[config.mk]
export PLATFORM = sky130hd
export DESIGN_NAME = nnss_out_fifo
export DESIGN_NICKNAME = d
export VERILOG_FILES = /design/src/rtl/nnss_pkg.sv /design/src/rtl/nnss_out_fifo.sv
export SDC_FILE = /design/constraint.sdc
export NUM_CORES = 1
export LEC_CHECK = 0
export BUFFER_PORTS_ARGS = -buffer_cell sky130_fd_sc_hd__buf_4
export CORE_ASPECT_RATIO = 0.8
export CORE_MARGIN = 2
export CORE_UTILIZATION = 50
export CTS_CLUSTER_SIZE = 25
export DETAILED_ROUTE_END_ITERATION = 8
export HOLD_SLACK_MARGIN = 0.03
export PLACE_DENSITY = 0.71
export SETUP_SLACK_MARGIN = 0.1
export SYNTH_ARGS = -nofsm -noshare
export SYNTH_HDL_FRONTEND = slang
export SYNTH_SLANG_ARGS = --single-unit
[constraint.sdc]
create_clock -name clk -period 2.4 [get_ports clk]
set_clock_uncertainty 0.15 [all_clocks]
set_input_delay 0.72 -clock clk [delete_from_list [all_inputs] [get_ports clk]]
set_output_delay 0.72 -clock clk [all_outputs]
set_load 0.03 [all_outputs]
[src/rtl/nnss_pkg.sv]
// Shared constants, types and helper functions for the nearest-neighbor sprite scaler.
// No dependencies; every other file of the block imports this package.
package nnss_pkg;

	localparam int OUT_SIZE     = 24;
	localparam int MAX_SRC      = 128;
	localparam int COORD_W      = 7;
	localparam int SIZE_W       = 8;
	localparam int ADDR_W       = 2 * COORD_W;
	localparam int XCOL_W       = 5;
	localparam int PIX_W        = 16;
	localparam int CHAN_W       = 8;
	localparam int DEFAULT_SIZE = 24;

	// Division by OUT_SIZE is done as a shift by three and a reciprocal multiply by
	// three, which is exact for every dividend that can occur here.
	localparam int DIV3_MUL   = 683;
	localparam int DIV3_SHIFT = 11;
	localparam int DIV8_SHIFT = 3;

	localparam int FIFO_DEPTH = 4;
	localparam int FIFO_PTR_W = 2;
	localparam int FIFO_CNT_W = 3;

	localparam logic CFG_SRC_WIDTH  = 1'b0;
	localparam logic CFG_SRC_HEIGHT = 1'b1;

	localparam logic ACT_LOAD   = 1'b0;
	localparam logic ACT_RENDER = 1'b1;

	typedef struct packed {
		logic              valid;
		logic [ADDR_W-1:0] addr;
		logic [XCOL_W-1:0] column;
		logic              last;
	} rd_req_t;

	typedef struct packed {
		logic [PIX_W-1:0]  argb;
		logic [XCOL_W-1:0] column;
		logic              last;
	} out_item_t;

	function automatic logic [SIZE_W-1:0] effective_size(input logic [SIZE_W-1:0] value);
		logic [SIZE_W-1:0] res;
		res = value;
		if (value == '0) begin
			res = SIZE_W'(1);
		end else if (value > SIZE_W'(MAX_SRC)) begin
			res = SIZE_W'(MAX_SRC);
		end
		return res;
	endfunction

	function automatic logic [PIX_W-1:0] pack_pixel(input logic [CHAN_W-1:0] a,
			input logic [CHAN_W-1:0] r, input logic [CHAN_W-1:0] g,
			input logic [CHAN_W-1:0] b);
		return {a[7:4], r[7:4], g[7:4], b[7:4]};
	endfunction

	// Quotient of a 9-bit value by three, truncated to COORD_W bits.
	function automatic logic [COORD_W-1:0] div3(input logic [8:0] value);
		logic [18:0] prod;
		prod = 19'(value) * 19'(DIV3_MUL);
		return COORD_W'(prod >> DIV3_SHIFT);
	endfunction

endpackage

[src/rtl/nnss_out_fifo.sv]
// Four-entry result queue between the frame store read and the output channel.
// Depends on nnss_pkg for the result item type and queue sizes.
module nnss_out_fifo import nnss_pkg::*; (
	input  logic                  clk,
	input  logic                  arst_n,
	input  logic                  push,
	input  out_item_t             push_item,
	output logic                  out_valid,
	input  logic                  out_ready,
	output out_item_t             head_item,
	output logic [FIFO_CNT_W-1:0] count
);

	out_item_t             store [FIFO_DEPTH];
	logic [FIFO_PTR_W-1:0] wr_ptr_q;
	logic [FIFO_PTR_W-1:0] rd_ptr_q;
	logic [FIFO_CNT_W-1:0] cnt_q;
	logic                  pop;

	assign out_valid = cnt_q != '0;
	assign pop       = out_valid && out_ready;
	assign head_item = store[rd_ptr_q];
	assign count     = cnt_q;

	always_ff @(posedge clk or negedge arst_n) begin
		if (!arst_n) begin
			wr_ptr_q <= '0;
			rd_ptr_q <= '0;
			cnt_q    <= '0;
		end else begin
			if (push) begin
				wr_ptr_q <= wr_ptr_q + FIFO_PTR_W'(1);
			end
			if (pop) begin
				rd_ptr_q <= rd_ptr_q + FIFO_PTR_W'(1);
			end
			if (push && !pop) begin
				cnt_q <= cnt_q + FIFO_CNT_W'(1);
			end else if (pop && !push) begin
				cnt_q <= cnt_q - FIFO_CNT_W'(1);
			end
		end
	end

	always_ff @(posedge clk) begin
		if (push) begin
			store[wr_ptr_q] <= push_item;
		end
	end

endmodule

==> Word-level counts from Yosys, hierarchy flattened <==
Memories as Yosys holds them, arrays and structs flattened.
Cells that the tools add are included.
W data, S select, Z words.
{ "word_totals": {"out_inout_bits": 26, "wordCells": 19, "mem_bits_rw": 88, "register_bits": 7, "n_memories": 1, "in_bits": 26} }
{ "memory_table": {"columns": ["name", "words", "width", "rd", "rd_clocked_by_memory_dff", "write_ports", "line", "rtl"], "rows": [
  ["store", 4, 22, 1, 0, 1, "nnss_out_fifo.sv:14", "out_item_t store [FIFO_DEPTH];"]
]} }
{ "classes": {"mux": 4, "n_reduce_logical": 7, "add_sub_neg": 4} }
{ "op_table": {"columns": ["cell", "count"], "rows": [
  ["$mux W3", 2],
  ["$add A2 B1 Y2 const B", 2],
  ["$add A3 B1 Y3 const B", 1],
  ["$logic_and A1 B1 Y1", 3],
  ["$reduce_bool A3 Y1", 1],
  ["$sub A3 B1 Y3 const B", 1],
  ["$logic_not A1 Y1", 2],
  ["$mux W1", 2],
  ["$reduce_bool A2 Y1", 1]
]} }

==> Longest topological paths before layout <==
Gate-level depths: netlist of run 1.
{ "logic_depth": {"depth_word": 5, "depth_mapped": 8, "mapped_depth_nobuf": 8} }

==> Least setup slack after synthesis of run 1 <==
Ideal clock, no wire load.
{ "synth_path": {"kind": "flip-flop to flip-flop", "from": "reg cnt_q[0] (netlist: count[0])", "to": "reg cnt_q[2] (netlist: count[2])", "path_slack_ps": -58, "setup_time_ps": 80, "arrival_time_ps": 2227, "stages_incl_launch_ff": 9, "n_path_buf": 0, "period_less_slack_ps": 2458, "required_time_ps": 2170, "cell_sequence": "dfrtp_1 > or3_1 > nand2_1 > ha_1 > inv_1 > fa_1 > xor2_1 > nor2_1 > xor2_1"} }
{ "synth_between": {"elab_chain_cells": 5, "elab_cells_between_ends": 10, "cone_classes": "add/sub: 2; mux: 2; reduce/logical: 6"} }
{ "synth_rtl": {"columns": ["element", "line", "rtl"], "rows": [
  ["start, declared", "nnss_out_fifo.sv:17", "logic [FIFO_CNT_W-1:0] cnt_q;"],
  ["start signal, assigned", "nnss_out_fifo.sv:38", "cnt_q <= cnt_q + FIFO_CNT_W'(1);"],
  ["start signal, assigned", "nnss_out_fifo.sv:40", "cnt_q <= cnt_q - FIFO_CNT_W'(1);"],
  ["$reduce_bool A3 Y1 (*)", "nnss_out_fifo.sv:20", "assign out_valid = cnt_q != '0;"],
  ["named net out_valid", "nnss_out_fifo.sv:8", "output logic out_valid,"],
  ["$logic_and A1 B1 Y1 (*)", "nnss_out_fifo.sv:21", "assign pop = out_valid && out_ready;"],
  ["$logic_not A1 Y1", "nnss_out_fifo.sv:37", "if (push && !pop) begin"],
  ["$logic_and A1 B1 Y1", "nnss_out_fifo.sv:37", null],
  ["$mux W3 or $reduce_bool A2 Y1 (tied branches)", null, null]
]} }
Mark *: on every way through the listed nets, which the timed path passes. The rest lies on a longest branch. The select of a mux whose other input is x is not followed.
A chain may end at the register's enable or synchronous reset.

==> results of run 1 <==
==> registers in the layout, indices dropped and copies added (netlist names) <==
name,flops
store,88
wr_ptr_q,2
rd_ptr_q,2
count,3
==> through the flow <==
stage | setup WS (ns) | util [%] | cells | setup TNS, ns
floorplan | 0.122 | - | 148 | 0
global placement | 0.160 | 60.0 | 293 | 0
detailed placement | 0.156 | 60.0 | 293 | 0
CTS | -0.184 | 65.0 | 315 | -3.15
global route | -0.232 | 65.3 | 318 | -4.22
finish | -0.182 | 65.3 | 318 | -3.01
==> final cells by class <==
class / instances / share of cell area, %
clock buffer: 11 / 2.90
clock inverter: 4 / 1.05
inverter: 3 / 0.249
multi-input combinational: 45 / 15.5
sequential: 95 / 62.3
tap: 87 / 2.41
timing repair buffer: 73 / 15.6
==> cells in the final DEF (no fill, tap or decap), drive strengths merged <==
cell,synthesis,routed
ha,5,5
and2,4,4
dfrtp,7,7
xnor2,3,3
o21ai,1,1
edfxtp,88,88
clkbuf,0,11
xor2,3,3
bufinv,0,1
nand3,1,1
mux4,22,22
clkinv,0,3
mux2,1,1
or3,1,1
buf,5,72
dlygate4sd3,0,1
nor2,1,1
nand2,2,2
inv,3,3
fa,1,1
==> metal layers <==
metal | up-vias | track usage, % | wire, um
met1 | 858 | 19.6 | 2380
met4 | 0 | 6.58 | 58
met2 | 47 | 29.5 | 3300
met3 | 5 | 5.60 | 334
met5 | - | 0 | 0
li1 | 766 | - | -
==> worst max path at each step <==
stage	start	endpoint
finish	rd_ptr_q[0]	head_item[0]
global route	rd_ptr_q[0]	head_item[0]
CTS	rd_ptr_q[0]	head_item[0]
detailed placement	count[0]	count[2]
global placement	rd_ptr_q[0]	head_item[11]
floorplan	count[0]	count[2]
==> report_power, final <==
part	switching (W)	internal, W	total [W]
clock network	0.000484	0.000473	0.000958
registers	0.000123	0.00219	0.00231
logic	0.00134	0.00131	0.00265
==> worst max-delay path, stage by stage, from the launching register on <==
cell and delay, ns:
dfrtp_2 0.44, buf_4 0.14, buf_12 0.11, mux4_2 0.51
buf_6 0.16
==> cell families (layout without fill, tap and decap cells) <==
family,Yosys count,after routing
AND/OR/NAND/NOR,9,9
flip-flops,95,95
multiplexers,23,23
buffers and inverters,8,91
AO/OA/AOI/OAI,1,1
adder cells (fa/ha/maj),6,6
XOR/XNOR,6,6
==> what timing repair did <==
action | in CTS | in global routing
setup endpoints to repair | 22 | 23
buffers inserted | 4 | 3
hold buffers | 1 | 0
gates resized for setup | 31 | 0
pin swaps | 0 | 0
gates cloned | 2 | 0
endpoints found under the hold margin | 7 | 0
==> impl_metrics.tcl, run 1 <==
set metrics [dict create \
    grt_overflow 0 \
    synthAdderAreaFrac_pct 2.29 \
    slew_headroom_pct 79.9 \
    cp-start-kind "flop" \
    placed_area_um2 4150 \
    crit_fanout 5 \
    cts_sinks 95 \
    finalPower_w 0.00592 \
    final_antenna_net_count 0 \
    hold_path_end "count[0]" \
    n_fill_cell 440 \
    maxCapViolations 0 \
    io_pins 52 \
    timing.rr.end "count[2]" \
    cts_root_buf "clkbuf_8" \
    syn_area_um2 3600 \
    power_density_nw_per_um2 1310 \
    grt_first_pass_wirelength_mm 9.49 \
    syn_to_final_growth_pct 25.7 \
    multiInputGateArea_um2 699 \
    hold_depth 1 \
    die_w_um 98.9 \
    synth-seq-area-share_pct 78.3 \
    r2r_start "count[0]" \
    r2r_slack_ns 0.17 \
    dieArea_um2 7900 \
    grt_max_degree 17 \
    dr.pass1.iters 4 \
    grt_pass1_vias 1804 \
    synth.largest_area_cell "edfxtp_1" \
    synth_mux_area_share_pct 14.5 \
    status "finished with violations" \
    criticalPathCategory "flop to output port" \
    wire_per_inst_um 19.1 \
    row_count 27 \
    ys.flop_type "edfxtp_1" \
    globalplace.congestion 0.746 \
    hold_class "flop to flop" \
    cts_tree "done" \
    syn_area_per_cell_um2 24.3 \
    start_util_pct 52.0 \
    rsz0062_at_grt "true" \
    final_area_um2 4530 \
    synth_nets 180 \
    synth_top_family_by_area "multiplexers" \
    tightest_slew_ns 0.302 \
    synth_edf_count 88 \
    synth.distinct_cells 19 \
    netlist.area_leader.share_pct 73.4 \
    irDropWorstVdd_uv 698 \
    synthSimpleGateAreaFrac_pct 1.32 \
    synth_compound_area_share_pct 0.139 \
    ys_warn_count 0 \
    synth_cells 148 \
    violations "negative setup slack" \
    synthXorXnorAreaFrac_pct 1.46 \
    cts_buffers 9 \
    min-delay-start "count[0]" \
    drc 0 \
    htree_levels 3 \
    synth_most_common_cell "edfxtp_1" \
    antenna_found_initial 0 \
    vias_per_cell 5.27 \
    dr_total_vias 1676 \
    port_buffers 51 \
    seqCellArea_um2 2820 \
    setup_viol 22 \
    hpwl_mm 3.98 \
    routed_wirelength_mm 6.07 \
    power_leakage_nw 1.63 \
    diodes 0 \
    fin_nets 259 \
    layout-drive-gt1-share_pct 48.1 \
    synth-seq-cells 95 \
    core_um2 6930 \
    crit_arrival_ns 1.71 \
    fmax_ghz 0.387 \
    synth.area.top_cells "edfxtp_1 73%, mux4_2 11%, dfrtp_1 4.9%, mux4_1 2.9%, ha_1 1.7%" \
    worstSetupEndpointType "output port" \
    grtUsageTotal_pct 16.9 \
    setup_ws_ns -0.182 \
    hold_viol 0 \
    fin_crit_ns 2.58 \
    synth.cells.most_frequent "88 x edfxtp_1, 18 x mux4_2, 7 x dfrtp_1, 5 x ha_1" \
    whs_ns 0.345 \
    slew_viol_final 0 \
    async_reset_ff_share_pct 7.37 \
    period_share_pct 108 \
    clock_latency_ns 0.34 \
    die_y_um 79.9 \
    r2r_cells 8 \
    cp.required_ns 1.53 \
    clkTransAtPathRegs_ns 0.08 \
    drtIter0Drc 97 \
    max-clock-path-buffers 2 \
]
(Power assumes the default switching activity.)
==> inputs of run 2 (changes only) <==
Settings changed: CORE_UTILIZATION 50 to 56, PLACE_DENSITY 0.71 to 0.78, SKIP_CTS_REPAIR_TIMING set to 1.
==> run 2 against run 1 <==
The flow still finishes with violations (negative setup slack). Sequential share of layout area up 1.5 points. Final area fell by 2.3%. Combinational power down 12%. Setup slack improved by 0.037 ns. Hold slack gained 0.015 ns. Register-to-register slack improved by 0.05 ns. Global-route usage is 0.89 points higher. First-iteration DRC count up 21%. Clock power is 2.5% higher. Critical endpoint is now head_item[9]. Sequential cell count unchanged. Maximum frequency grew 1.5%.
==> impl_metrics.tcl, run 2 (synthesis gave the netlist of run 1 again) <==
set metrics [dict create \
    wire_per_inst_um 18.7 \
    final_antenna_net_count 0 \
    irDropWorstVdd_uv 755 \
    port_buffers 51 \
    dr_total_vias 1673 \
    cts_sinks 95 \
    seqPwrFrac_pct 41.2 \
    diodes 0 \
    io_pins 52 \
    p_clk_share_pct 17.4 \
    p_sw_w 0.00189 \
    largest-register "store" \
    dieArea_um2 7090 \
    die_y_um 75.7 \
    cp.required_ns 1.53 \
    grt.met1_usage_pct 20.8 \
    routed_wirelength_mm 5.82 \
    setup_ws_ns -0.145 \
    period_share_pct 106 \
    maxCapViolations 0 \
    final_cell_mix "88 x edfxtp_1, 56 x buf_4, 20 x mux4_2" \
    fin_nets 255 \
    p_sw_share_pct 33.5 \
    grt_pass1_vias 1726 \
    htree_levels 3 \
    row_count 26 \
    grt_max_degree 20 \
    r2r_slack_ns 0.22 \
    fmax_ghz 0.393 \
    min-delay-start "count[2]" \
    power_leakage_nw 1.59 \
    crit_path_start "rd_ptr_q[0]" \
    worstSetupEndpointType "output port" \
    hold_viol 0 \
    die_w_um 93.6 \
    drc 0 \
    layout-drive-gt1-share_pct 47.8 \
    p_comb_share_pct 41.5 \
    hold_class "flop to flop" \
    hpwl_mm 4.04 \
    rsz0062_at_grt "true" \
    crit_fanout 5 \
    cts_tree "done" \
    fin_crit_ns 2.54 \
    grtUsageTotal_pct 17.8 \
    drtIter0Drc 117 \
    clkTransAtPathRegs_ns 0.08 \
    syn_to_final_growth_pct 22.8 \
    grt_use_met2_pct 31.2 \
    pre_cts_ws_ns 0.148 \
    power.internal_w 0.00376 \
    grt_first_pass_wirelength_mm 8.77 \
    setup_viol 22 \
    globalplace.congestion 0.700 \
    power_density_nw_per_um2 1280 \
    criticalPathCategory "flop to output port" \
    core_um2 6310 \
    cts_root_buf "clkbuf_8" \
    crit_arrival_ns 1.67 \
    r2r_start "count[0]" \
    grt_use_met3_pct 8.11 \
    grt_overflow 0 \
    violations "negative setup slack" \
    status "finished with violations" \
    tns_ns -2.46 \
    slew_viol_final 0 \
    max-clock-path-buffers 2 \
    vias_per_cell 5.36 \
    start_util_pct 57.0 \
    mostFrequentLayoutCell "edfxtp_1" \
    slew_headroom_pct 75.6 \
    dr.pass1.iters 4 \
    clock_latency_ns 0.35 \
    largest_register_ffs 88 \
    cts_buffers 9 \
    cp-start-kind "flop" \
    top_usage_layer "met2" \
    tightest_slew_ns 0.366 \
    antenna_found_initial 0 \
    whs_ns 0.360 \
]
run 2: power groups by stage:
| stage | logic [W] | clock network [W] | registers, W |
|---|---|---|---|
| after floorplan | 0.00148 | 0 | 0.00236 |
| after global placement | 0.00214 | 0 | 0.00235 |
| after detailed placement | 0.00219 | 0 | 0.00239 |
| after CTS | 0.00219 | 0.00102 | 0.00235 |
| after global routing | 0.00249 | 0.00108 | 0.00236 |
| final | 0.00234 | 0.000982 | 0.00233 |
run 2: stage by stage:
step | util [%] | instance area [um^2] | total power [W] | instances
finish | 70.0 | 4420 | 0.00565 | 312
global route | 70.0 | 4420 | 0.00592 | 312
CTS | 68.7 | 4340 | 0.00556 | 306
detailed placement | 65.8 | 4150 | 0.00457 | 290
global placement | 65.8 | 4150 | 0.00449 | 290
floorplan | - | 3610 | 0.00384 | 148
run 2: final cells by class:
type                    count  area (um^2)
clock inverters             7         62.6
clock buffers               9          124
inverters                   3         11.3
well taps                  84          105
repair buffers             69          583
flip-flops and latches     95         2820
multi-input cells          45          712
fillers                   389         1890
run 2: metal layers:
layer | share of wire (%) | vias to the layer above | wire [um]
li1 | - | 757 | -
met1 | 41 | 869 | 2360
met2 | 53 | 40 | 3100
met3 | 5.2 | 7 | 304
met4 | 0.98 | 0 | 57
met5 | 0 | - | 0
run 2: worst paths after layout:
check                          endpoint  cells past startpoint
setup reg to reg               count[2]                      8
max in group asynchronous   rd_ptr_q[0]                      2
hold reg to reg                count[2]                      1
setup / recovery           head_item[9]                      3
min in group asynchronous   wr_ptr_q[1]                      2
hold / removal                 count[2]                      1
run 2: critical path: stages, from the launching register on:
cell and delay [ns]:
dfrtp_2 0.43, buf_4 0.19, mux4_2 0.51, buf_4 0.18
