===== src/rtl/nnss_pkg.sv =====
// Shared constants, types and helper functions for the nearest-neighbor sprite scaler.
// No dependencies; every other file of the block imports this package.
package nnss_pkg;

	localparam int OUT_SIZE     = 24;
	localparam int MAX_SRC      = 128;
	localparam int COORD_W      = 7;
	localparam int SIZE_W       = 8;
	localparam int ADDR_W       = 2 * COORD_W;
	localparam int XCOL_W       = 5;
	localparam int PIX_W        = 16;
	localparam int CHAN_W       = 8;
	localparam int DEFAULT_SIZE = 24;

	// Division by OUT_SIZE is done as a shift by three and a reciprocal multiply by
	// three, which is exact for every dividend that can occur here.
	localparam int DIV3_MUL   = 683;
	localparam int DIV3_SHIFT = 11;
	localparam int DIV8_SHIFT = 3;

	localparam int FIFO_DEPTH = 4;
	localparam int FIFO_PTR_W = 2;
	localparam int FIFO_CNT_W = 3;

	localparam logic CFG_SRC_WIDTH  = 1'b0;
	localparam logic CFG_SRC_HEIGHT = 1'b1;

	localparam logic ACT_LOAD   = 1'b0;
	localparam logic ACT_RENDER = 1'b1;

	typedef struct packed {
		logic              valid;
		logic [ADDR_W-1:0] addr;
		logic [XCOL_W-1:0] column;
		logic              last;
	} rd_req_t;

	typedef struct packed {
		logic [PIX_W-1:0]  argb;
		logic [XCOL_W-1:0] column;
		logic              last;
	} out_item_t;

	function automatic logic [SIZE_W-1:0] effective_size(input logic [SIZE_W-1:0] value);
		logic [SIZE_W-1:0] res;
		res = value;
		if (value == '0) begin
			res = SIZE_W'(1);
		end else if (value > SIZE_W'(MAX_SRC)) begin
			res = SIZE_W'(MAX_SRC);
		end
		return res;
	endfunction

	function automatic logic [PIX_W-1:0] pack_pixel(input logic [CHAN_W-1:0] a,
			input logic [CHAN_W-1:0] r, input logic [CHAN_W-1:0] g,
			input logic [CHAN_W-1:0] b);
		return {a[7:4], r[7:4], g[7:4], b[7:4]};
	endfunction

	// Quotient of a 9-bit value by three, truncated to COORD_W bits.
	function automatic logic [COORD_W-1:0] div3(input logic [8:0] value);
		logic [18:0] prod;
		prod = 19'(value) * 19'(DIV3_MUL);
		return COORD_W'(prod >> DIV3_SHIFT);
	endfunction

endpackage


===== src/rtl/nnss_row_seq.sv =====
// Render sequencer: computes the source row once, then steps the source column
// incrementally and issues one frame store read per target column.
// Depends on nnss_pkg for sizes, the read request type and the divide helper.
module nnss_row_seq import nnss_pkg::*; (
	input  logic              clk,
	input  logic              arst_n,
	input  logic              start,
	input  logic [XCOL_W-1:0] start_row,
	input  logic [SIZE_W-1:0] w_eff,
	input  logic [SIZE_W-1:0] h_eff,
	input  logic              issue_ok,
	output rd_req_t           rd_req,
	output logic              busy
);

	localparam logic [1:0] ST_IDLE   = 2'd0;
	localparam logic [1:0] ST_SETUP1 = 2'd1;
	localparam logic [1:0] ST_SETUP2 = 2'd2;
	localparam logic [1:0] ST_RUN    = 2'd3;

	localparam logic [XCOL_W-1:0] LAST_X = XCOL_W'(OUT_SIZE - 1);

	logic [1:0]         state_q;
	logic [XCOL_W-1:0]  row_q;
	logic [12:0]        prod_q;
	logic [2:0]         k_q;
	logic [COORD_W-1:0] sy_q;
	logic [XCOL_W-1:0]  r_q;
	logic [XCOL_W-1:0]  x_q;
	logic [COORD_W-1:0] sx_q;
	logic [XCOL_W-1:0]  rem_q;

	logic [XCOL_W:0]    rem_sum;
	logic               carry;
	logic [XCOL_W-1:0]  rem_next;
	logic [COORD_W-1:0] sx_next;
	logic               issue;

	// Column step: x*W/OUT = x*k + floor(x*r/OUT), with W = k*OUT + r.
	always_comb begin
		rem_sum  = (XCOL_W+1)'(rem_q) + (XCOL_W+1)'(r_q);
		carry    = rem_sum >= (XCOL_W+1)'(OUT_SIZE);
		rem_next = carry ? XCOL_W'(rem_sum - (XCOL_W+1)'(OUT_SIZE)) : XCOL_W'(rem_sum);
		sx_next  = sx_q + COORD_W'(k_q) + COORD_W'(carry);
	end

	assign issue         = (state_q == ST_RUN) && issue_ok;
	assign rd_req.valid  = issue;
	assign rd_req.addr   = {sy_q, sx_q};
	assign rd_req.column = x_q;
	assign rd_req.last   = x_q == LAST_X;
	assign busy          = state_q != ST_IDLE;

	always_ff @(posedge clk or negedge arst_n) begin
		if (!arst_n) begin
			state_q <= ST_IDLE;
		end else begin
			unique case (state_q)
				ST_IDLE: begin
					if (start) begin
						state_q <= ST_SETUP1;
					end
				end
				ST_SETUP1: state_q <= ST_SETUP2;
				ST_SETUP2: state_q <= ST_RUN;
				ST_RUN: begin
					if (issue && (x_q == LAST_X)) begin
						state_q <= ST_IDLE;
					end
				end
				default: state_q <= ST_IDLE;
			endcase
		end
	end

	always_ff @(posedge clk) begin
		if (state_q == ST_IDLE && start) begin
			row_q <= start_row;
		end
		if (state_q == ST_SETUP1) begin
			prod_q <= 13'(row_q) * 13'(h_eff);
			k_q    <= 3'(div3(9'(w_eff >> DIV8_SHIFT)));
		end
		if (state_q == ST_SETUP2) begin
			sy_q  <= div3(9'(prod_q >> DIV8_SHIFT));
			r_q   <= XCOL_W'(w_eff - SIZE_W'(k_q) * SIZE_W'(OUT_SIZE));
			x_q   <= '0;
			sx_q  <= '0;
			rem_q <= '0;
		end
		if (issue) begin
			x_q   <= x_q + XCOL_W'(1);
			sx_q  <= sx_next;
			rem_q <= rem_next;
		end
	end

endmodule


===== config.mk =====
export PLATFORM = sky130hd
export DESIGN_NAME = nnss_row_seq
export DESIGN_NICKNAME = d
export VERILOG_FILES = /design/src/rtl/nnss_pkg.sv /design/src/rtl/nnss_row_seq.sv
export SDC_FILE = /design/constraint.sdc
export NUM_CORES = 1
export LEC_CHECK = 0
export ABC_CLOCK_PERIOD_IN_PS = 4180
export BUFFER_PORTS_ARGS = -buffer_cell sky130_fd_sc_hd__buf_2
export CAP_MARGIN = 20
export CORE_MARGIN = 3
export CORE_UTILIZATION = 55
export CTS_CLUSTER_SIZE = 40
export DETAILED_ROUTE_END_ITERATION = 12
export PLACE_DENSITY = 0.78
export SYNTH_ARGS = -nofsm -noshare
export SYNTH_HDL_FRONTEND = slang
export SYNTH_SLANG_ARGS = --single-unit

===== constraint.sdc =====
create_clock -name clk -period 4.18 [get_ports clk]
set_input_delay 0.836 -clock clk [delete_from_list [all_inputs] [get_ports clk]]
set_output_delay 0.836 -clock clk [all_outputs]
set_load 0.005 [all_outputs]

# [Word level (Yosys, flattened, before mapping)]
# Cells that the tools add are included.
[op_classes] addsub=6 multipliers=4 order_cmp=1 eq_ne=6 muxes=9 reduce_logical=7
[op_table] op="two-way mux 5 bit" n=4
[op_table] op="multiplier 9 x 10 -> 18 bit, second input constant" n=1
[op_table] op="multiplier 5 x 10 -> 14 bit, second input constant" n=1
[op_table] op="two-way mux 7 bit" n=2
[op_table] op="multiplier 5 x 8 -> 12 bit" n=1
[op_table] op="case mux 2 bit (4 select lines)" n=1
[op_table] op="adder 7 x 1 -> 7 bit" n=1
[op_table] op="adder 7 x 3 -> 7 bit" n=1
[op_table] op="adder 5 x 5 -> 6 bit" n=1
[op_table] op="greater-or-equal comparator 6 x 5 -> 1 bit, second input constant" n=1
[op_table] op="adder 5 x 1 -> 5 bit, second input constant" n=1
[op_table] op="equality test 5 bit, second input constant" n=1
[op_table] op="subtractor 5 bit" n=1
[op_table] op="subtractor 5 bit, second input constant" n=1
[op_table] op="equality test 2 bit, second input constant" n=2
[op_table] op="two-way mux 2 bit" n=2
[op_table] op="nonzero test 2 bit" n=2
[op_table] op="logical AND 1 bit" n=3
[op_table] op="multiplier 3 x 2 -> 2 bit, second input constant" n=1
[op_table] op="equality test 2 x 1 -> 1 bit, second input constant" n=1
[op_table] op="logical NOT 2 bit" n=1
[op_table] op="inequality test 2 x 1 -> 1 bit, second input constant" n=1
[op_table] op="inequality test 2 bit, second input constant" n=1
[op_table] op="AND reduction 2 bit" n=1
[word_totals] register_bits=51 input_bits=25 out_inout_bits=22 word_cells=42

# [Longest topological paths before layout]
# Gate-level depths: netlist of the first run.
[depth] ltp_word=5 ltp_mapped=14 depth_no_buf=14

# [Worst setup path before layout of the first run]
# Ideal clock, no wire load.
[synth_path] path_kind="flip-flop to flip-flop" startpoint="register prod_q[10]" endpoint="register sy_q[5], data pin" arrival_ns=3.732 path_slack_ns=0.171 path_stages_with_launch=13 cell_sequence="edfxtp_1 ha_1 inv_1 fa_1 fa_1 fa_1 inv_1 ha_1 a2111oi_2 o21ai_1 a221oi_4 and2_1 o311ai_1"
[synth_via] elab_chain_cells=1
[synth_lines] item="start: declaration" line="nnss_row_seq.sv:25" source="logic [12:0] prod_q;"
[synth_lines] item="start signal: assignment" line="nnss_row_seq.sv:81" source="prod_q <= 13'(row_q) * 13'(h_eff);"
[synth_lines] item="multiplier 9 x 10 -> 18 bit" line="nnss_pkg.sv:64" source="prod = 19'(value) * 19'(DIV3_MUL);"
[synth_lines] item="end signal: assignment" line="nnss_row_seq.sv:85" source="sy_q <= div3(9'(prod_q >> DIV8_SHIFT));"
[synth_lines] item="end: declaration" line="nnss_row_seq.sv:27" source="logic [COORD_W-1:0] sy_q;"
# No other way between the ends.
# A chain may end at the register's enable or synchronous reset.

# [Worst setup path in the final report of the first run]
[layout_path] startpoint="register prod_q[6]" endpoint="register sy_q[5], data pin"
# The elaborated chain is that of the path after synthesis.

==> run summary, run 1 <==
status -> complete, no violations
syn nets -> 653
HPWL after DPL -> 8120 um
router iterations before antenna repair -> 4
Syn. warnings -> 0
Max Freq -> 249 MHz
FF+latch area -> 1430 um^2
Tcrit/Tclk final -> 96.2%
Max Cap Violations -> 0
Post-synth EDFFs -> 46
largest net degree at the start of global routing -> 18
CP Capture Type -> register
Vias/cell -> 5.41
Post-Syn Area -> 5140 um^2
clock transition at the registers of the reported paths -> 0.10 ns
ys async rst share -> 4.17%
CTS root buffer -> clkbuf_8
Worst EP arrival -> 4.07 ns
number of diodes -> 0
routed via count -> 3,609
Total GRT Usage -> 19.4%
worst min-delay path category -> input port to async pin
Worst Tran Pin Value -> 0.845 ns
initial antenna violation count -> 1
average cell area after synthesis -> 10.3 um^2
area grow syn2layout -> 10.0%
most frequent cell after synthesis -> inv_1
fin. max-slew vios -> 0
area of the multi-input gates -> 3330 um^2
hold_buf cts -> 0
Core Footprint -> 8890 um^2
endpoints failing hold -> 0
H-tree levels -> 2
width of the die -> 103 um
synth top area cells -> edfxtp_1 (27%), ha_1 (21%), fa_1 (18%)
Starting Density -> 57.8%
Detailed Route Iter0 Violations -> 97
Filler Cells Inserted -> 685
total clock buffers created by CTS -> 5
Final Instance Area -> 5650 um^2
dominant cell type by area after synthesis -> edfxtp_1
Placed Area -> 5540 um^2
Antenna Nets Post-Route -> 0
I/O Buffers -> 46
Final min period -> 4.02 ns
CP startpoint kind -> register
Final setup violation count -> 0
IO Pins -> 47
DR DRC count -> 0
top-area cell type share of the netlist area -> 26.9%
GPL Wtd Cong -> 0.833
CP required -> 4.23 ns
CP max FO -> 4
layout cells sized above 1 -> 12.3%
Clock Tree Buf Depth -> 2
Syn Inst Count -> 498
row cnt -> 34
later-pin clock latency in the skew report -> 0.31 ns
first-pass GRT wire length -> 16,200 um
Post-synth top cells -> inv_1 (98), ha_1 (85), edfxtp_1 (46)
CTS tree -> yes
final global-route overflow total -> 0
Nets -> 713
Die Ht -> 103 um
drt total wl -> 9490 um
sequential area share after synthesis -> 27.9%
WS Path Type -> register to register
Yosys reg bits -> 48
vias in the first global route -> 3,803
WL/cell -> 14.2 um
Final Skew -> 0.0123 ns
Slew headroom -> 43.6%
Distinct cells, synth -> 47
Sink Count -> 48
Synth Flop Type -> edfxtp_1
die area -> 10,500 um^2
-- sequential cells by signal, summed over array words and instances (netlist names) --
name / count
state_q: 2
k_q: 3
x_q: 5
prod_q: 9
sx_q: 7
sy_q: 7
row_q: 5
rem_q: 5
r_q: 5
-- kinds of logic (layout without fill, tap and decap cells) --
group,count (synthesis),after routing,share of synthesized area [%]
adder cells (fa/ha/maj),130,130,38.2
AND/OR/NAND/NOR,117,117,11.5
buffers and inverters,100,161,7.38
AO/OA/AOI/OAI,69,69,9.16
flip-flops,48,48,27.9
XOR/XNOR,32,32,5.46
multiplexers,2,2,0.414
-- metal layers --
layer | up-vias | global-route usage [%] | part of all wire [%]
li1 | 1794 | - | -
met1 | 1731 | 23.1 | 42
met2 | 65 | 35.9 | 53
met3 | 17 | 3.11 | 2.9
met4 | 2 | 5.95 | 2.1
met5 | - | 0 | 0.14
-- cell usage in the layout, fill, tap and decap left out, drive strengths merged, types with 2 or more instances in the layout --
master    instances
a211oi            6
xor2             13
dfrtp             2
fa               45
and2             24
o31ai             4
clkbuf            5
a21oi            22
inv              98
ha               85
nand4             5
a31oi             3
buf              55
a21o              6
edfxtp           46
xnor2            19
nand3             7
o21ai            15
nor3b             2
nor2             26
nor3              5
o311ai            3
nor2b             6
nand2            31
clkinvlp          2
and3              3
-- final timing paths --
path / slack, ns / to / cells past startpoint / start
setup / recovery: 0.16 / sy_q[5]$_DFFE_PP_ / 12 / prod_q[6]$_DFFE_PN_
hold / removal: 0.30 / state_q[0]$_DFFE_PN0P_ / 1 / arst_n
setup reg to reg: 0.16 / sy_q[5]$_DFFE_PP_ / 12 / prod_q[6]$_DFFE_PN_
hold reg to reg: 0.61 / state_q[1]$_DFFE_PN0P_ / 1 / state_q[1]$_DFFE_PN0P_
max in group asynchronous: 3.79 / state_q[1]$_DFFE_PN0P_ / 1 / arst_n
min in group clk: 0.61 / state_q[1]$_DFFE_PN0P_ / 1 / state_q[1]$_DFFE_PN0P_
-- critical path, cell delays in order, from the launching register on --
cell	delay (ns)
edfxtp_1	0.40
ha_1	0.34
inv_2	0.08
fa_1	0.43
fa_1	0.49
fa_1	0.51
inv_1	0.04
ha_1	0.32
a2111oi_2	0.30
o21ai_1	0.17
a221oi_4	0.37
and2_4	0.20
o311ai_1	0.10
-- timing repair --
item,CTS,global route
buffers inserted,0,2
gates resized for setup,0,3
endpoints found under the setup margin,0,4
-- area by class of cell --
type / count / area share [%]
clock buffer: 5 / 1.22
clock inverter: 3 / 0.332
inverter: 98 / 6.51
multi-input combinational: 350 / 58.9
sequential: 48 / 25.3
tap: 108 / 2.39
timing repair buffer: 55 / 5.34
-- through the flow --
step	setup slack [ns]	hold WS, ns	util (%)	std cells	setup TNS, ns
after floorplan	0.171	0.533	-	498	0
after global placement	0.0820	0.556	62.3	657	0
after detailed placement	-0.0523	0.574	62.3	657	-0.0886
after CTS	0.0665	0.291	63.3	665	0
after global routing	-0.00327	0.282	63.6	667	-0.00327
final	0.157	0.300	63.6	667	0
Power of run 1 is left out: the tool's default activity adds up to more than one toggle a clock period on the data nets, which glitch-free logic cannot reach.
==> inputs of run 2 (changes only) <==
- ABC_AREA: not set -> 1
- CORE_UTILIZATION: 55 -> 56
- PLACE_DENSITY: 0.78 -> 0.79
==> run 2 against run 1 <==
First-iteration DRC count is 58% higher; wire length is 9.7% higher; global-route usage is 0.46 points higher; worst hold slack better by 0.0059 ns; count of clock-buffer cells in the layout stayed put; sequential share of layout area is 1.4 points lower.
==> run summary, run 2 <==
status -> complete, no violations
# Post-CTS Setup Buffers -> 0
setup ws final -> 0.390 ns
CP max FO -> 3
final global-route overflow total -> 0
hold_buf cts -> 0
Starting Density -> 58.5%
endpoints failing hold -> 0
most frequent cell after synthesis -> inv_1
flop-to-flop setup slack -> 0.39 ns
number of diodes -> 0
width of the die -> 105 um
HPWL after DPL -> 9030 um
RSZ-0062 raised after global routing -> no
Total GRT Usage -> 19.9%
Placement Setup Slack -> 0.188 ns
Distinct cells, synth -> 36
Clock Tree Buf Depth -> 2
top-area cell type share of the netlist area -> 25.1%
routed via count -> 4,249
Slew headroom -> 55.0%
terminus of the critical flop-to-flop path -> sy_q[4]$_DFFE_PP_
CP required -> 4.24 ns
Die Ht -> 105 um
Fin Hold WS -> 0.306 ns
Worst EP arrival -> 3.85 ns
Final min period -> 3.79 ns
r2r startpoint -> prod_q[9]$_DFFE_PN_
Max Cap Violations -> 0
largest net degree at the start of global routing -> 18
router iterations before antenna repair -> 5
Finished Layout Cells -> 838
PostCTS Resize Cnt -> 0
worst min-delay path category -> input port to async pin
most frequent cells in the layout -> inv_1 (158), nand2_1 (152), ha_1 (85)
FF+latch area -> 1430 um^2
Yosys reg bits -> 48
placed cells -> 830
synth top area cells -> edfxtp_1 (25%), ha_1 (19%), fa_1 (16%)
setup TNS -> 0 ns
Detailed Route Iter0 Violations -> 153
Max Freq -> 264 MHz
drt total wl -> 10,400 um
register name with the most flops -> prod_q
Sink Count -> 48
Final setup violation count -> 0
CTS root buffer -> clkbuf_8
area of the multi-input gates -> 3440 um^2
Core Footprint -> 9420 um^2
CTS tree -> yes
Buffers & Inverters on Critical Path -> 3
Worst Tran Pin Value -> 0.676 ns
Vias/cell -> 5.07
Worst path top cell family by delay -> adder cells
Antenna Nets Post-Route -> 0
commonest non-fill, non-tap cell in the layout -> inv_1
Nets -> 863
Post-synth EDFFs -> 46
I/O Buffers -> 46
Tcrit/Tclk final -> 90.7%
Worst Reg2Reg Path Length in Cells -> 15
average cell area after synthesis -> 8.35 um^2
CP Cell Sequence -> ha_1 > fa_1 > fa_1 > inv_1 > fa_1 > inv_1 > ha_1 > nand2_1 > inv_2 > nand2_1 > nand3_1 > a21oi_1 > nand2_1 > nand2_1 > nand2_1
total clock buffers created by CTS -> 5
sequential area share after synthesis -> 26.0%
syn nets -> 815
Post-synth top cells -> inv_1 (158), nand2_1 (152), ha_1 (85)
initial antenna violation count -> 1
vias in the first global route -> 4,287
Crit path top cell by count -> nand2_1
later-pin clock latency in the skew report -> 0.30 ns
Syn. warnings -> 0
biggest regs -> prod_q x9, sx_q x7, sy_q x7
max reg flops -> 9
Post-Syn Area -> 5510 um^2
Synth Flop Type -> edfxtp_1
Final Skew -> 0.0145 ns
IO Pins -> 47
CP Capture Type -> register
H-tree levels -> 2
WS Path Type -> register to register
DR DRC count -> 0
clock transition at the registers of the reported paths -> 0.09 ns
row cnt -> 35
layout cells sized above 1 -> 9.73%
fin. max-slew vios -> 0
CP startpoint kind -> register
CP max-delay cell -> fa_1
area grow syn2layout -> 8.70%
GPL Wtd Cong -> 0.908
maximum single-stage delay on the critical path -> 0.56 ns
ys async rst share -> 4.17%
Filler Cells Inserted -> 794
Syn Inst Count -> 660
first-pass GRT wire length -> 18,300 um
dominant cell type by area after synthesis -> edfxtp_1
WL/cell -> 12.4 um
die area -> 11,100 um^2
## run 2: final cells by class
type	instances	share of cell area, %
clock inverters	3	0.711
clock buffers	5	1.15
inverters	164	10.3
repair buffers	46	3.85
well taps	129	2.70
flip-flops and latches	48	23.9
multi-input cells	443	57.4
## run 2: layer usage
metal  wire [um]  track usage, %
met1        4420            23.3
met2        5520            38.2
met3         309            2.84
met4         144            4.40
met5          13               0
## run 2: per-stage QoR
step	area (um^2)	utilization, %
floorplan	5510	-
global placement	5880	62.4
detailed placement	5880	62.4
CTS	5990	63.6
global route	5990	63.6
finish	5990	63.6
## run 2: worst max-delay path by stage
stage	start	end	cells past startpoint
6_report	prod_q[9]$_DFFE_PN_	sy_q[4]$_DFFE_PP_	15
2_1_floorplan	h_eff[1]	prod_q[10]$_DFFE_PN_	14
4_1_cts	prod_q[9]$_DFFE_PN_	sy_q[4]$_DFFE_PP_	15
5_1_grt	prod_q[9]$_DFFE_PN_	sy_q[4]$_DFFE_PP_	15
3_5_place_dp	h_eff[1]	prod_q[10]$_DFFE_PN_	15
3_3_place_gp	h_eff[1]	prod_q[10]$_DFFE_PN_	15
## run 2: cells by family (layout without fill, tap and decap cells)
group	after synthesis	in the layout	synth area share (%)
buf+inv	169	218	11.6
flops	48	48	26.0
simple gates	242	242	18.4
xor+xnor	15	15	2.39
fa+ha+maj	130	130	35.7
compound gates	56	56	5.93
Power of run 2 is left out for the same reason.
==> inputs of run 3 (changes only) <==
- REMOVE_ABC_BUFFERS: not set -> 1
==> run 3 against run 2 <==
Wire length down 1.9%; setup slack better by 0.046 ns; critical path depth is 1 lower; sequential share of layout area did not move; register-to-register slack improved by 0.05 ns; die area did not move; largest cell class unchanged.
==> run summary, run 3 (synthesis gave the netlist of run 2 again) <==
status -> complete, no violations
endpoints failing hold -> 0
I/O Buffers -> 46
later-pin clock latency in the skew report -> 0.30 ns
CP Cell Sequence -> ha_1 > inv_1 > fa_1 > fa_1 > fa_1 > inv_1 > ha_1 > nand2_1 > inv_1 > a21oi_1 > nand2b_1 > nand3_1 > nand2_1 > nand2_1
number of diodes -> 0
CP max FO -> 5
CP Capture Type -> register
drt total wl -> 10,200 um
Total GRT Usage -> 19.7%
Starting Density -> 58.5%
max reg flops -> 9
PostCTS Resize Cnt -> 0
RSZ-0062 raised after global routing -> no
CP max-delay cell -> fa_1
fin. max-slew vios -> 0
Slew headroom -> 56.8%
row cnt -> 35
H-tree levels -> 2
WL/cell -> 12.2 um
register name with the most flops -> prod_q
routed via count -> 4,263
Final setup violation count -> 0
DR DRC count -> 0
hold_buf cts -> 0
total clock buffers created by CTS -> 5
# Post-CTS Setup Buffers -> 0
WS Path Type -> register to register
Worst EP arrival -> 3.81 ns
largest net degree at the start of global routing -> 18
commonest non-fill, non-tap cell in the layout -> inv_1
GPL Wtd Cong -> 0.936
vias in the first global route -> 4,436
Vias/cell -> 5.09
HPWL after DPL -> 8820 um
CP startpoint kind -> register
Tcrit/Tclk final -> 89.6%
Nets -> 863
width of the die -> 105 um
IO Pins -> 47
die area -> 11,100 um^2
initial antenna violation count -> 0
CP required -> 4.25 ns
most frequent cells in the layout -> inv_1 (158), nand2_1 (152), ha_1 (85)
Core Footprint -> 9420 um^2
Final Skew -> 0.00916 ns
Worst Tran Pin Value -> 0.648 ns
Max Freq -> 267 MHz
clock transition at the registers of the reported paths -> 0.10 ns
worst min-delay path category -> input port to async pin
Final min period -> 3.74 ns
setup TNS -> 0 ns
maximum single-stage delay on the critical path -> 0.56 ns
final global-route overflow total -> 0
area grow syn2layout -> 8.70%
Sink Count -> 48
Detailed Route Iter0 Violations -> 153
Max Cap Violations -> 0
Antenna Nets Post-Route -> 0
CTS root buffer -> clkbuf_8
CTS tree -> yes
layout cells sized above 1 -> 9.73%
first-pass GRT wire length -> 18,300 um
router iterations before antenna repair -> 5
biggest regs -> prod_q x9, sx_q x7, sy_q x7
Clock Tree Buf Depth -> 2
Die Ht -> 105 um
-- run 3: cell counts in the layout (fill, tap and decap cells not counted) --
Identical to the previous run, type by type.
-- run 3: per-layer routing --
layer / part of all wire (%) / track usage [%]
met2: 54 / 37.5
met3: 4.0 / 3.46
met4: 0.89 / 4.69
met1: 41 / 22.7
met5: 0 / 0
-- run 3: per-stage QoR --
stage / instances / hold WS (ns) / util (%) / instance area [um^2] / worst slack [ns]
finish: 838 / 0.311 / 63.6 / 5990 / 0.437
floorplan: 655 / 0.509 / - / 5480 / 0.516
global placement: 830 / 0.535 / 62.4 / 5880 / 0.292
detailed placement: 830 / 0.570 / 62.4 / 5880 / 0.219
CTS: 838 / 0.299 / 63.6 / 5990 / 0.432
global route: 838 / 0.287 / 63.6 / 5990 / 0.200
-- run 3: layout make-up --
class,count,area [um^2]
inverter,164,616
fill,831,3430
clock buffer,5,68.8
tap,129,161
sequential,48,1430
clock inverter,3,42.5
timing repair buffer,46,230
multi-input combinational,443,3440
-- run 3: path summary, 6_finish.rpt --
path                       cells past startpoint                      to                   start  slack, ns
setup / recovery                              14       sy_q[2]$_DFFE_PP_    prod_q[10]$_DFFE_PN_       0.44
hold / removal                                 1  state_q[0]$_DFFE_PN0P_                  arst_n       0.31
setup reg to reg                              14       sy_q[2]$_DFFE_PP_    prod_q[10]$_DFFE_PN_       0.44
hold reg to reg                                2  state_q[0]$_DFFE_PN0P_  state_q[0]$_DFFE_PN0P_       0.60
max in group asynchronous                      1  state_q[1]$_DFFE_PN0P_                  arst_n       3.77
min in group clk                               2  state_q[0]$_DFFE_PN0P_  state_q[0]$_DFFE_PN0P_       0.60
-- run 3: worst max-delay path: cells and delay by family (launching register included) --
family	cells	cell delay, ns
fa+ha+maj	5	2.17
flops	1	0.50
simple gates	5	0.45
compound gates	1	0.25
buf+inv	3	0.15
Power of run 3 is left out for the same reason.
